**config.mk**
```make
export PLATFORM = sky130hd
export DESIGN_NAME = rect_platform_collision_resolve_top
export DESIGN_NICKNAME = d
export VERILOG_FILES = /design/src/hw/rtl/rpcr_pkg.sv /design/src/hw/rtl/rect_platform_collision_resolve_top.sv /design/src/hw/rtl/rpcr_ram.sv /design/src/hw/rtl/rpcr_ctrl.sv /design/src/hw/rtl/rpcr_dp.sv
export SDC_FILE = /design/constraint.sdc
export NUM_CORES = 2
export LEC_CHECK = 0
export BUFFER_PORTS_ARGS = -buffer_cell sky130_fd_sc_hd__buf_2
export CORE_ASPECT_RATIO = 1.5
export CORE_MARGIN = 2
export CORE_UTILIZATION = 55
export DETAILED_ROUTE_END_ITERATION = 12
export HOLD_SLACK_MARGIN = 0.03
export PLACE_DENSITY = 0.78
export SLEW_MARGIN = 5
export SYNTH_ARGS = -nofsm -noshare
export SYNTH_HDL_FRONTEND = slang
export SYNTH_SLANG_ARGS = --single-unit
export TNS_END_PERCENT = 1
```
**constraint.sdc**
```tcl
create_clock -name i_clk -period 16.5 [get_ports i_clk]
set_input_delay 0.825 -clock i_clk [delete_from_list [all_inputs] [get_ports i_clk]]
set_output_delay 0.825 -clock i_clk [all_outputs]
set_load 0.1 [all_outputs]
```
**src/hw/rtl/rpcr_pkg.sv**
```systemverilog
// ----------------------------------------------------------------------------
// rpcr_pkg: shared types and constants for the platform collision resolver
// Table geometry, coordinate widths, item modes, side codes, controller states
// and the command/status structs between the controller and the datapath.
// ----------------------------------------------------------------------------
package rpcr_pkg;

    localparam int MAX_PLATFORMS = 32;
    localparam int JUMP_MARGIN   = 10;

    localparam int ADDR_W  = (MAX_PLATFORMS > 1) ? $clog2(MAX_PLATFORMS) : 1;
    localparam int CNT_W   = $clog2(MAX_PLATFORMS + 1);

    localparam int POS_W   = 16;
    localparam int DIM_W   = 15;
    localparam int IDX_W   = 5;
    localparam int COUNT_W = 6;
    localparam int OUT_W   = 17;
    // working width for sums: wide enough that no sum or difference overflows
    localparam int CW      = 18;
    localparam int ENTRY_W = 2 * POS_W + 2 * DIM_W;

    localparam logic signed [CW-1:0] MARGIN_S = CW'(JUMP_MARGIN);

    localparam logic MODE_WRITE = 1'b0;
    localparam logic MODE_QUERY = 1'b1;

    typedef enum logic [2:0] {
        SIDE_NONE   = 3'd0,
        SIDE_LEFT   = 3'd1,
        SIDE_RIGHT  = 3'd2,
        SIDE_TOP    = 3'd3,
        SIDE_BOTTOM = 3'd4
    } t_side;

    typedef enum logic [1:0] {
        ST_IDLE,
        ST_SCAN,
        ST_DONE
    } t_state;

    typedef struct packed {
        logic [POS_W-1:0] x;
        logic [POS_W-1:0] y;
        logic [DIM_W-1:0] w;
        logic [DIM_W-1:0] h;
    } t_entry;

    typedef struct packed {
        logic              load;
        logic              capture;
        logic              push;
        logic              wr;
        logic              rd_en;
        logic [ADDR_W-1:0] rd_addr;
    } t_cmd;

    typedef struct packed {
        logic hit;
        logic out_free;
    } t_sts;

endpackage

```
**src/hw/rtl/rect_platform_collision_resolve_top.sv**
```systemverilog
// ----------------------------------------------------------------------------
// rect_platform_collision_resolve_top: platform collision resolver
// A write item goes straight into the table. A query scans one table entry per
// cycle, up to the scan count capped at 32, and stops early on a hit; the next
// item is taken once its result has moved into the output register.
// A result waits in the output register while the next item is accepted.
// Synchronous active-low reset clears the control state and the scan count;
// the platform table is not cleared and needs no clearing pass.
// ----------------------------------------------------------------------------
module rect_platform_collision_resolve_top import rpcr_pkg::*; (
    input  logic                    i_clk,
    input  logic                    i_rst_n,
    input  logic                    i_cfg_we,
    input  logic [COUNT_W-1:0]      i_cfg_data,
    input  logic                    i_in_valid,
    output logic                    o_in_stall,
    input  logic                    i_mode,
    input  logic [IDX_W-1:0]        i_entry_index,
    input  logic signed [POS_W-1:0] i_rect_x,
    input  logic signed [POS_W-1:0] i_rect_y,
    input  logic [DIM_W-1:0]        i_rect_w,
    input  logic [DIM_W-1:0]        i_rect_h,
    output logic                    o_out_valid,
    input  logic                    i_out_stall,
    output logic [2:0]              o_hit_side,
    output logic signed [OUT_W-1:0] o_new_x,
    output logic signed [OUT_W-1:0] o_new_y
);

    t_cmd   cmd;
    t_sts   sts;
    t_entry wr_entry;
    t_entry rd_entry;

    assign wr_entry.x = i_rect_x;
    assign wr_entry.y = i_rect_y;
    assign wr_entry.w = i_rect_w;
    assign wr_entry.h = i_rect_h;

    rpcr_ram #(
        .WIDTH (ENTRY_W),
        .DEPTH (MAX_PLATFORMS)
    ) u_table (
        .i_clk   (i_clk),
        .i_we    (cmd.wr),
        .i_waddr (ADDR_W'(i_entry_index)),
        .i_wdata (wr_entry),
        .i_re    (cmd.rd_en),
        .i_raddr (cmd.rd_addr),
        .o_rdata (rd_entry)
    );

    rpcr_ctrl u_ctrl (
        .i_clk         (i_clk),
        .i_rst_n       (i_rst_n),
        .i_cfg_we      (i_cfg_we),
        .i_cfg_data    (i_cfg_data),
        .i_in_valid    (i_in_valid),
        .o_in_stall    (o_in_stall),
        .i_mode        (i_mode),
        .i_entry_index (i_entry_index),
        .i_sts         (sts),
        .o_cmd         (cmd)
    );

    rpcr_dp u_dp (
        .i_clk       (i_clk),
        .i_rst_n     (i_rst_n),
        .i_cmd       (cmd),
        .o_sts       (sts),
        .i_rect_x    (i_rect_x),
        .i_rect_y    (i_rect_y),
        .i_rect_w    (i_rect_w),
        .i_rect_h    (i_rect_h),
        .i_rdata     (rd_entry),
        .o_out_valid (o_out_valid),
        .i_out_stall (i_out_stall),
        .o_hit_side  (o_hit_side),
        .o_new_x     (o_new_x),
        .o_new_y     (o_new_y)
    );

endmodule

```
**src/hw/rtl/rpcr_ram.sv**
```systemverilog
// ----------------------------------------------------------------------------
// rpcr_ram: generic single-write, single-read RAM
// One write port and one read port; the read data is registered.
// ----------------------------------------------------------------------------
module rpcr_ram #(
    parameter int WIDTH = 8,
    parameter int DEPTH = 32,
    localparam int AW = (DEPTH > 1) ? $clog2(DEPTH) : 1
) (
    input  logic             i_clk,
    input  logic             i_we,
    input  logic [AW-1:0]    i_waddr,
    input  logic [WIDTH-1:0] i_wdata,
    input  logic             i_re,
    input  logic [AW-1:0]    i_raddr,
    output logic [WIDTH-1:0] o_rdata
);

    logic [WIDTH-1:0] r_mem [DEPTH];
    logic [WIDTH-1:0] r_rdata;

    always_ff @(posedge i_clk) begin
        if (i_we) begin
            r_mem[i_waddr] <= i_wdata;
        end
        if (i_re) begin
            r_rdata <= r_mem[i_raddr];
        end
    end

    assign o_rdata = r_rdata;

endmodule

```
**src/hw/rtl/rpcr_ctrl.sv**
```systemverilog
// ----------------------------------------------------------------------------
// rpcr_ctrl: scan controller
// Holds the scan count register, accepts items, sequences the table
// reads of a query and hands the result to the output register.
// ----------------------------------------------------------------------------
module rpcr_ctrl import rpcr_pkg::*; (
    input  logic               i_clk,
    input  logic               i_rst_n,
    input  logic               i_cfg_we,
    input  logic [COUNT_W-1:0] i_cfg_data,
    input  logic               i_in_valid,
    output logic               o_in_stall,
    input  logic               i_mode,
    input  logic [IDX_W-1:0]   i_entry_index,
    input  t_sts               i_sts,
    output t_cmd               o_cmd
);

    t_state             r_state, n_state;
    logic [COUNT_W-1:0] r_scan_count;
    logic [CNT_W-1:0]   r_cnt, n_cnt;
    logic [CNT_W-1:0]   r_n, n_n;
    logic               r_pend, n_pend;
    logic               accept;
    logic [CNT_W-1:0]   sat_count;

    assign o_in_stall = (r_state != ST_IDLE);
    assign accept     = i_in_valid && (r_state == ST_IDLE);
    assign sat_count  = (32'(r_scan_count) > MAX_PLATFORMS) ?
                        CNT_W'(MAX_PLATFORMS) : CNT_W'(r_scan_count);

    always_ff @(posedge i_clk) begin
        if (!i_rst_n) begin
            r_state      <= ST_IDLE;
            r_scan_count <= '0;
            r_cnt        <= '0;
            r_n          <= '0;
            r_pend       <= 1'b0;
        end else begin
            r_state <= n_state;
            r_cnt   <= n_cnt;
            r_n     <= n_n;
            r_pend  <= n_pend;
            if (i_cfg_we) begin
                r_scan_count <= i_cfg_data;
            end
        end
    end

    always_comb begin
        n_state       = r_state;
        n_cnt         = r_cnt;
        n_n           = r_n;
        n_pend        = 1'b0;
        o_cmd         = '0;
        o_cmd.rd_addr = r_cnt[ADDR_W-1:0];
        unique case (r_state)
            ST_IDLE: begin
                if (accept) begin
                    if (i_mode == MODE_QUERY) begin
                        o_cmd.load = 1'b1;
                        n_cnt      = '0;
                        n_n        = sat_count;
                        n_state    = ST_SCAN;
                    end else begin
                        // drop writes to slots beyond the table
                        o_cmd.wr = (32'(i_entry_index) < MAX_PLATFORMS);
                    end
                end
            end
            ST_SCAN: begin
                o_cmd.capture = r_pend && i_sts.hit;
                if ((r_pend && i_sts.hit) || (r_cnt == r_n)) begin
                    n_state = ST_DONE;
                end else begin
                    // one read in flight; its data is checked next cycle
                    o_cmd.rd_en = 1'b1;
                    n_cnt       = r_cnt + CNT_W'(1);
                    n_pend      = 1'b1;
                end
            end
            ST_DONE: begin
                if (i_sts.out_free) begin
                    o_cmd.push = 1'b1;
                    n_state    = ST_IDLE;
                end
            end
            default: begin
                n_state = ST_IDLE;
            end
        endcase
    end

endmodule

```
**src/hw/rtl/rpcr_dp.sv**
```systemverilog
// ----------------------------------------------------------------------------
// rpcr_dp: collision datapath
// Holds the query rectangle, tests one table entry per cycle for a top,
// bottom, right or left hit, keeps the result and drives the output register.
// ----------------------------------------------------------------------------
module rpcr_dp import rpcr_pkg::*; (
    input  logic                    i_clk,
    input  logic                    i_rst_n,
    input  t_cmd                    i_cmd,
    output t_sts                    o_sts,
    input  logic signed [POS_W-1:0] i_rect_x,
    input  logic signed [POS_W-1:0] i_rect_y,
    input  logic [DIM_W-1:0]        i_rect_w,
    input  logic [DIM_W-1:0]        i_rect_h,
    input  t_entry                  i_rdata,
    output logic                    o_out_valid,
    input  logic                    i_out_stall,
    output logic [2:0]              o_hit_side,
    output logic signed [OUT_W-1:0] o_new_x,
    output logic signed [OUT_W-1:0] o_new_y
);

    logic signed [POS_W-1:0] r_px, r_py;
    logic [DIM_W-1:0]        r_pw, r_ph;
    t_side                   r_side;
    logic signed [CW-1:0]    r_nx, r_ny;
    logic                    r_out_vld;
    t_side                   r_out_side;
    logic signed [OUT_W-1:0] r_out_x, r_out_y;

    logic signed [CW-1:0] px, py, pw, ph, lx, ly, lw, lh;
    logic signed [CW-1:0] px_r, py_b, lx_r, ly_b;
    logic                 top_y, bot_y, x_in_r, x_in_l, vo;
    logic                 hit_top, hit_bot, hit_right, hit_left;
    t_side                side;
    logic signed [CW-1:0] cand_x, cand_y;

    assign px   = CW'(r_px);
    assign py   = CW'(r_py);
    assign pw   = CW'(r_pw);
    assign ph   = CW'(r_ph);
    assign lx   = CW'($signed(i_rdata.x));
    assign ly   = CW'($signed(i_rdata.y));
    assign lw   = CW'(i_rdata.w);
    assign lh   = CW'(i_rdata.h);
    assign px_r = px + pw;
    assign py_b = py + ph;
    assign lx_r = lx + lw;
    assign ly_b = ly + lh;

    assign top_y  = (ly < py_b) && (py_b < ly_b);
    assign bot_y  = (ly < py) && (py < ly_b);
    assign x_in_l = (lx < px) && (px < lx_r);
    assign x_in_r = (lx < px_r) && (px_r < lx_r);
    assign vo     = bot_y || top_y || ((py < ly) && (py_b > ly_b));

    // the margin keeps a rectangle that only clips a corner from landing
    assign hit_top   = top_y && (((px_r - MARGIN_S > lx) && (px_r < lx_r)) ||
                                 ((px > lx) && (px + MARGIN_S < lx_r)));
    assign hit_bot   = bot_y && (x_in_r || x_in_l);
    assign hit_right = x_in_l && vo;
    assign hit_left  = x_in_r && vo;

    always_comb begin
        side   = SIDE_NONE;
        cand_x = px;
        cand_y = py;
        if (hit_top) begin
            side   = SIDE_TOP;
            cand_y = ly - ph;
        end else if (hit_bot) begin
            side   = SIDE_BOTTOM;
            cand_y = ly_b;
        end else if (hit_right) begin
            side   = SIDE_RIGHT;
            cand_x = lx_r;
        end else if (hit_left) begin
            side   = SIDE_LEFT;
            cand_x = lx - pw;
        end
    end

    assign o_sts.hit      = (side != SIDE_NONE);
    assign o_sts.out_free = !r_out_vld || !i_out_stall;

    always_ff @(posedge i_clk) begin
        if (i_cmd.load) begin
            r_px   <= i_rect_x;
            r_py   <= i_rect_y;
            r_pw   <= i_rect_w;
            r_ph   <= i_rect_h;
            r_side <= SIDE_NONE;
            r_nx   <= CW'(i_rect_x);
            r_ny   <= CW'(i_rect_y);
        end else if (i_cmd.capture) begin
            r_side <= side;
            r_nx   <= cand_x;
            r_ny   <= cand_y;
        end
        if (i_cmd.push) begin
            r_out_side <= r_side;
            r_out_x    <= r_nx[OUT_W-1:0];
            r_out_y    <= r_ny[OUT_W-1:0];
        end
    end

    always_ff @(posedge i_clk) begin
        if (!i_rst_n) begin
            r_out_vld <= 1'b0;
        end else if (i_cmd.push) begin
            r_out_vld <= 1'b1;
        end else if (!i_out_stall) begin
            r_out_vld <= 1'b0;
        end
    end

    assign o_out_valid = r_out_vld;
    assign o_hit_side  = r_out_side;
    assign o_new_x     = r_out_x;
    assign o_new_y     = r_out_y;

endmodule

```
==> summary.txt <==
Die
  – # rows: 183
  – Initial Util: 0.553
  – Chip height: roughly 500 um
  – Placeable Area: between 150,000 and 200,000 um^2
  – Number of top-level pins: 118
  – DIE AREA: approximately 170,000 um^2
  – Horiz. Die Dim: 337 um

Worst setup path
  – CP Capture Point: u_ctrl.r_cnt[4]$_SDFFE_PN0P_
  – CP Data Required Time: 17.21 ns
  – CP peak stage delay: around 0.67 ns
  – Reg2Reg Launch Point: u_dp.r_py[0]$_DFFE_PP_
  – Critical R2R Capture: u_ctrl.r_cnt[4]$_SDFFE_PN0P_
  – Reg2Reg Depth: 30
  – Critical Path AT: 8.53 ns
  – Slowest stage cell, crit path: buf_4
  – Crit end category: flop
  – Kind of critical path: flop to flop
  – CP startpoint: u_dp.r_py[0]$_DFFE_PP_
  – Reg2reg setup slack: 8.69 ns
  – CP dominant cell by count: o21ai_0
  – CP max FO: 52
  – Worst setup SP type: flop

Yosys
  – Cell area after synthesis: 91,500 um^2
  – Mux cell area share after synthesis: 0.163
  – Number of distinct library cells after synthesis: 92
  – Synthesis Warnings: 0
  – Top cells by count, synth: edfxtp_1, mux4_2, ha_1, inv_1, nor2_1
  – Yosys top cell by area: edfxtp_1
  – Simple logic cell fraction of the synthesized area: 0.0256
  – Yosys top cell area share: 0.715
  – Yosys reg bits: 2,204
  – Number of synthesized flops with an enable pin: between 2k and 2.5k
  – Post-synthesis compound-gate area fraction: 0.0315
  – Xor/xnor share of the synthesized area: 0.0100
  – Synth Area per Inst: 20.3 um^2
  – Post-Syn Instances: 4,512
  – Adder-Cell Fraction of Synth Area: 0.0351
  – Top-count cell post-synth: edfxtp_1
  – Synth async-reset ratio: 0
  – Register area share after synthesis: 0.721
  – Top post-synthesis cells by area: edfxtp_1, mux4_2, ha_1
  – Top_reg_cell synth: edfxtp_1
  – Post-Syn Nets: 4,841
  – Largest family of logic cells by synthesized area: multiplexers

Clocking
  – TritonCTS clock tree: done
  – CTS root buf: clkbuf_16
  – Post-CTS setup buffers: 0
  – CTS sink cnt: between 2k and 2.5k
  – Gates resized, CTS repair: 0
  – Clock Latency Late Sink: 0.87 ns
  – Reg clk slew, reported paths: about 0.070 ns
  – CTS max path bufs: 3
  – TritonCTS Buffers: ~190
  – Clock H-tree levels: 4
  – Post-cts hold buffer count: 0

Timing
  – Min cycle time layout: 7.81 ns
  – Final setup fails: 0
  – Slew Viols, Final: 0
  – Clk_skew: 0.0531 ns
  – F_max: 0.128 GHz
  – Worst-margin pin slew: 1.28 ns
  – Relative slew slack: 0.138
  – RSZ-0062 raised after global routing: no
  – Period utilization: 0.473
  – Post-route setup TNS: 0 ns
  – Fin. Hold Viols: 0

Finish
  – Layout area overhead: 10.8%
  – Final Instance Count excl. Fillers: 7,117
  – Fin nets: 5,065
  – Layout cells sized above 1: 0.254

GRT
  – Vias in the first global route: 48.0k
  – First-pass GRT wire length: about 360,000 um
  – Initial antenna violation count: 21
  – Tot GR Track Use: 0.306
  – Aggregate global routing overflow: 0
  – Largest net degree at the start of global routing: between 100 and 150

Hold path
  – Worst min-delay path class: input pin to flop

Drt
  – Detail Route Antenna Nets: 0
  – Total Wirelength: 256,000 um
  – Vias post-DR: between 40k and 50k
  – DR iter-0 viols: 6,714
  – Routed wire per std cell: 35.9 um
  – DRT Pass-1 Iters: 6
  – Via density: 6.70
  – Post-route DRC: 0

Placed design
  – Placed cell count: roughly 6.8k
  – Buffers on Ports: 117
  – RD Place Congestion: 1.00
  – Post-DP HPWL: 146,000 um

Power and ir drop
  – Pwr Density: 110 nW/um^2
  – Gate power share: 0.046
  – VDD IR max: 0.000120 V
  – Clock power frac: 0.397
  – Int Power: 8.74 mW
  – Net Switching: between 2 and 2.5 mW
  – Register share of total power: 0.556
  – Sw Ratio: 0.218
  – P_leak: 32.2 nW

Outcome
  – Outcome: finished clean

Job
  – Maximum capacitance violations: 0
## cell type report
cell class	instances	area (um^2)
Sequential cell	2204	66000
Fill cell	11031	64200
Multi-Input combinational cell	1962	24500
Clock buffer	231	4890
Tap cell	2220	2780
Timing Repair Buffer	211	1330
Clock inverter	116	1270
Inverter	170	643
Antenna cell	3	7.51
## placed cells by master (no fill, tap or decap), drive strengths merged, types with 25 or more instances in the layout
| cell type | netlist | routed |
|---|---|---|
| mux4 | 620 | 620 |
| nor3 | 29 | 29 |
| nand2 | 108 | 108 |
| mux2 | 65 | 65 |
| a21o | 46 | 46 |
| xor2 | 33 | 33 |
| nand4 | 28 | 28 |
| o21ai | 81 | 81 |
| xnor2 | 68 | 68 |
| clkinv | 1 | 89 |
| a21oi | 109 | 109 |
| clkbuf | 110 | 231 |
| nand3 | 42 | 42 |
| edfxtp | 2179 | 2179 |
| ha | 244 | 244 |
| dfxtp | 25 | 25 |
| buf | 66 | 211 |
| nor2 | 152 | 152 |
| inv | 169 | 175 |
## cells by family after synthesis
| logic type | count (synthesis) |
|---|---|
| AOI/OAI and AO/OA | 424 |
| muxes | 702 |
| adders and majority gates | 253 |
| buffers and inverters | 346 |
| and+or+nand+nor | 481 |
| DFF | 2204 |
| xor gates and xnor gates | 102 |
## per-layer routing
layer,vias up,share of wire,track usage
met5,-,0.00030,0
met4,14,0.061,0.162
met3,581,0.089,0.0466
met2,3105,0.51,0.516
met1,24869,0.34,0.385
li1,19129,-,-
## state kept, by name, indices dropped and copies added (netlist names)
register,flops
u_dp.r_py,16
u_ctrl.r_state,2
u_table.o_rdata,62
u_dp.o_out_valid,1
u_ctrl.r_n,6
u_dp.r_px,16
u_dp.o_hit_side,3
u_dp.r_ph,15
u_dp.r_pw,15
u_ctrl.r_scan_count,6
u_dp.o_new_x,17
u_dp.r_ny,17
u_dp.r_nx,17
u_ctrl.r_pend,1
u_dp.o_new_y,17
u_ctrl.r_cnt,6
u_table.r_mem,1984
u_dp.r_side,3
## how the worst min path moves through the flow
stage	start	endpoint	slack, ns	cells after the start
finish	i_cfg_data[3]	u_ctrl.r_scan_count[3]$_SDFFE_PN0P_	0.25	3
global route	i_cfg_data[4]	u_ctrl.r_scan_count[4]$_SDFFE_PN0P_	0.23	3
CTS	i_cfg_data[1]	u_ctrl.r_scan_count[1]$_SDFFE_PN0P_	0.20	3
detailed placement	u_dp.r_nx[10]$_DFFE_PP_	u_dp.o_new_x[10]$_DFFE_PP_	0.40	0
global placement	u_dp.r_nx[9]$_DFFE_PP_	u_dp.o_new_x[9]$_DFFE_PP_	0.40	0
floorplan	u_dp.r_nx[0]$_DFFE_PP_	u_dp.o_new_x[0]$_DFFE_PP_	0.40	0
## power groups by stage
stage / clock network, mW / registers [mW] / logic, mW
6_report: 4.44 / 6.22 / 0.519
5_1_grt: 4.67 / 6.22 / 0.563
4_1_cts: 4.49 / 6.22 / 0.515
3_5_place_dp: 0 / 6.34 / 0.510
3_3_place_gp: 0 / 6.34 / 0.502
2_1_floorplan: 0 / 6.34 / 0.286
## metrics by stage
stage	instance area, um^2	worst slack, ns	power [mW]	hold slack (ns)	utilization
2_1_floorplan	91500	10.49	6.63	0.400	-
3_3_place_gp	95200	8.88	6.84	0.402	0.575
3_5_place_dp	95200	8.75	6.85	0.405	0.575
4_1_cts	101000	8.69	11.2	0.201	0.612
5_1_grt	101000	7.99	11.5	0.229	0.612
6_report	101000	8.69	11.2	0.247	0.612
## critical path, delay by kind of cell, from the launching register on
family	cells	cell delay [ns]
AOI/OAI and AO/OA	18	4.06
and+or+nand+nor	6	1.38
buffers and inverters	3	1.02
adders and majority gates	3	0.75
DFF	1	0.43
No activity file was read; power rests on OpenSTA's default activity.
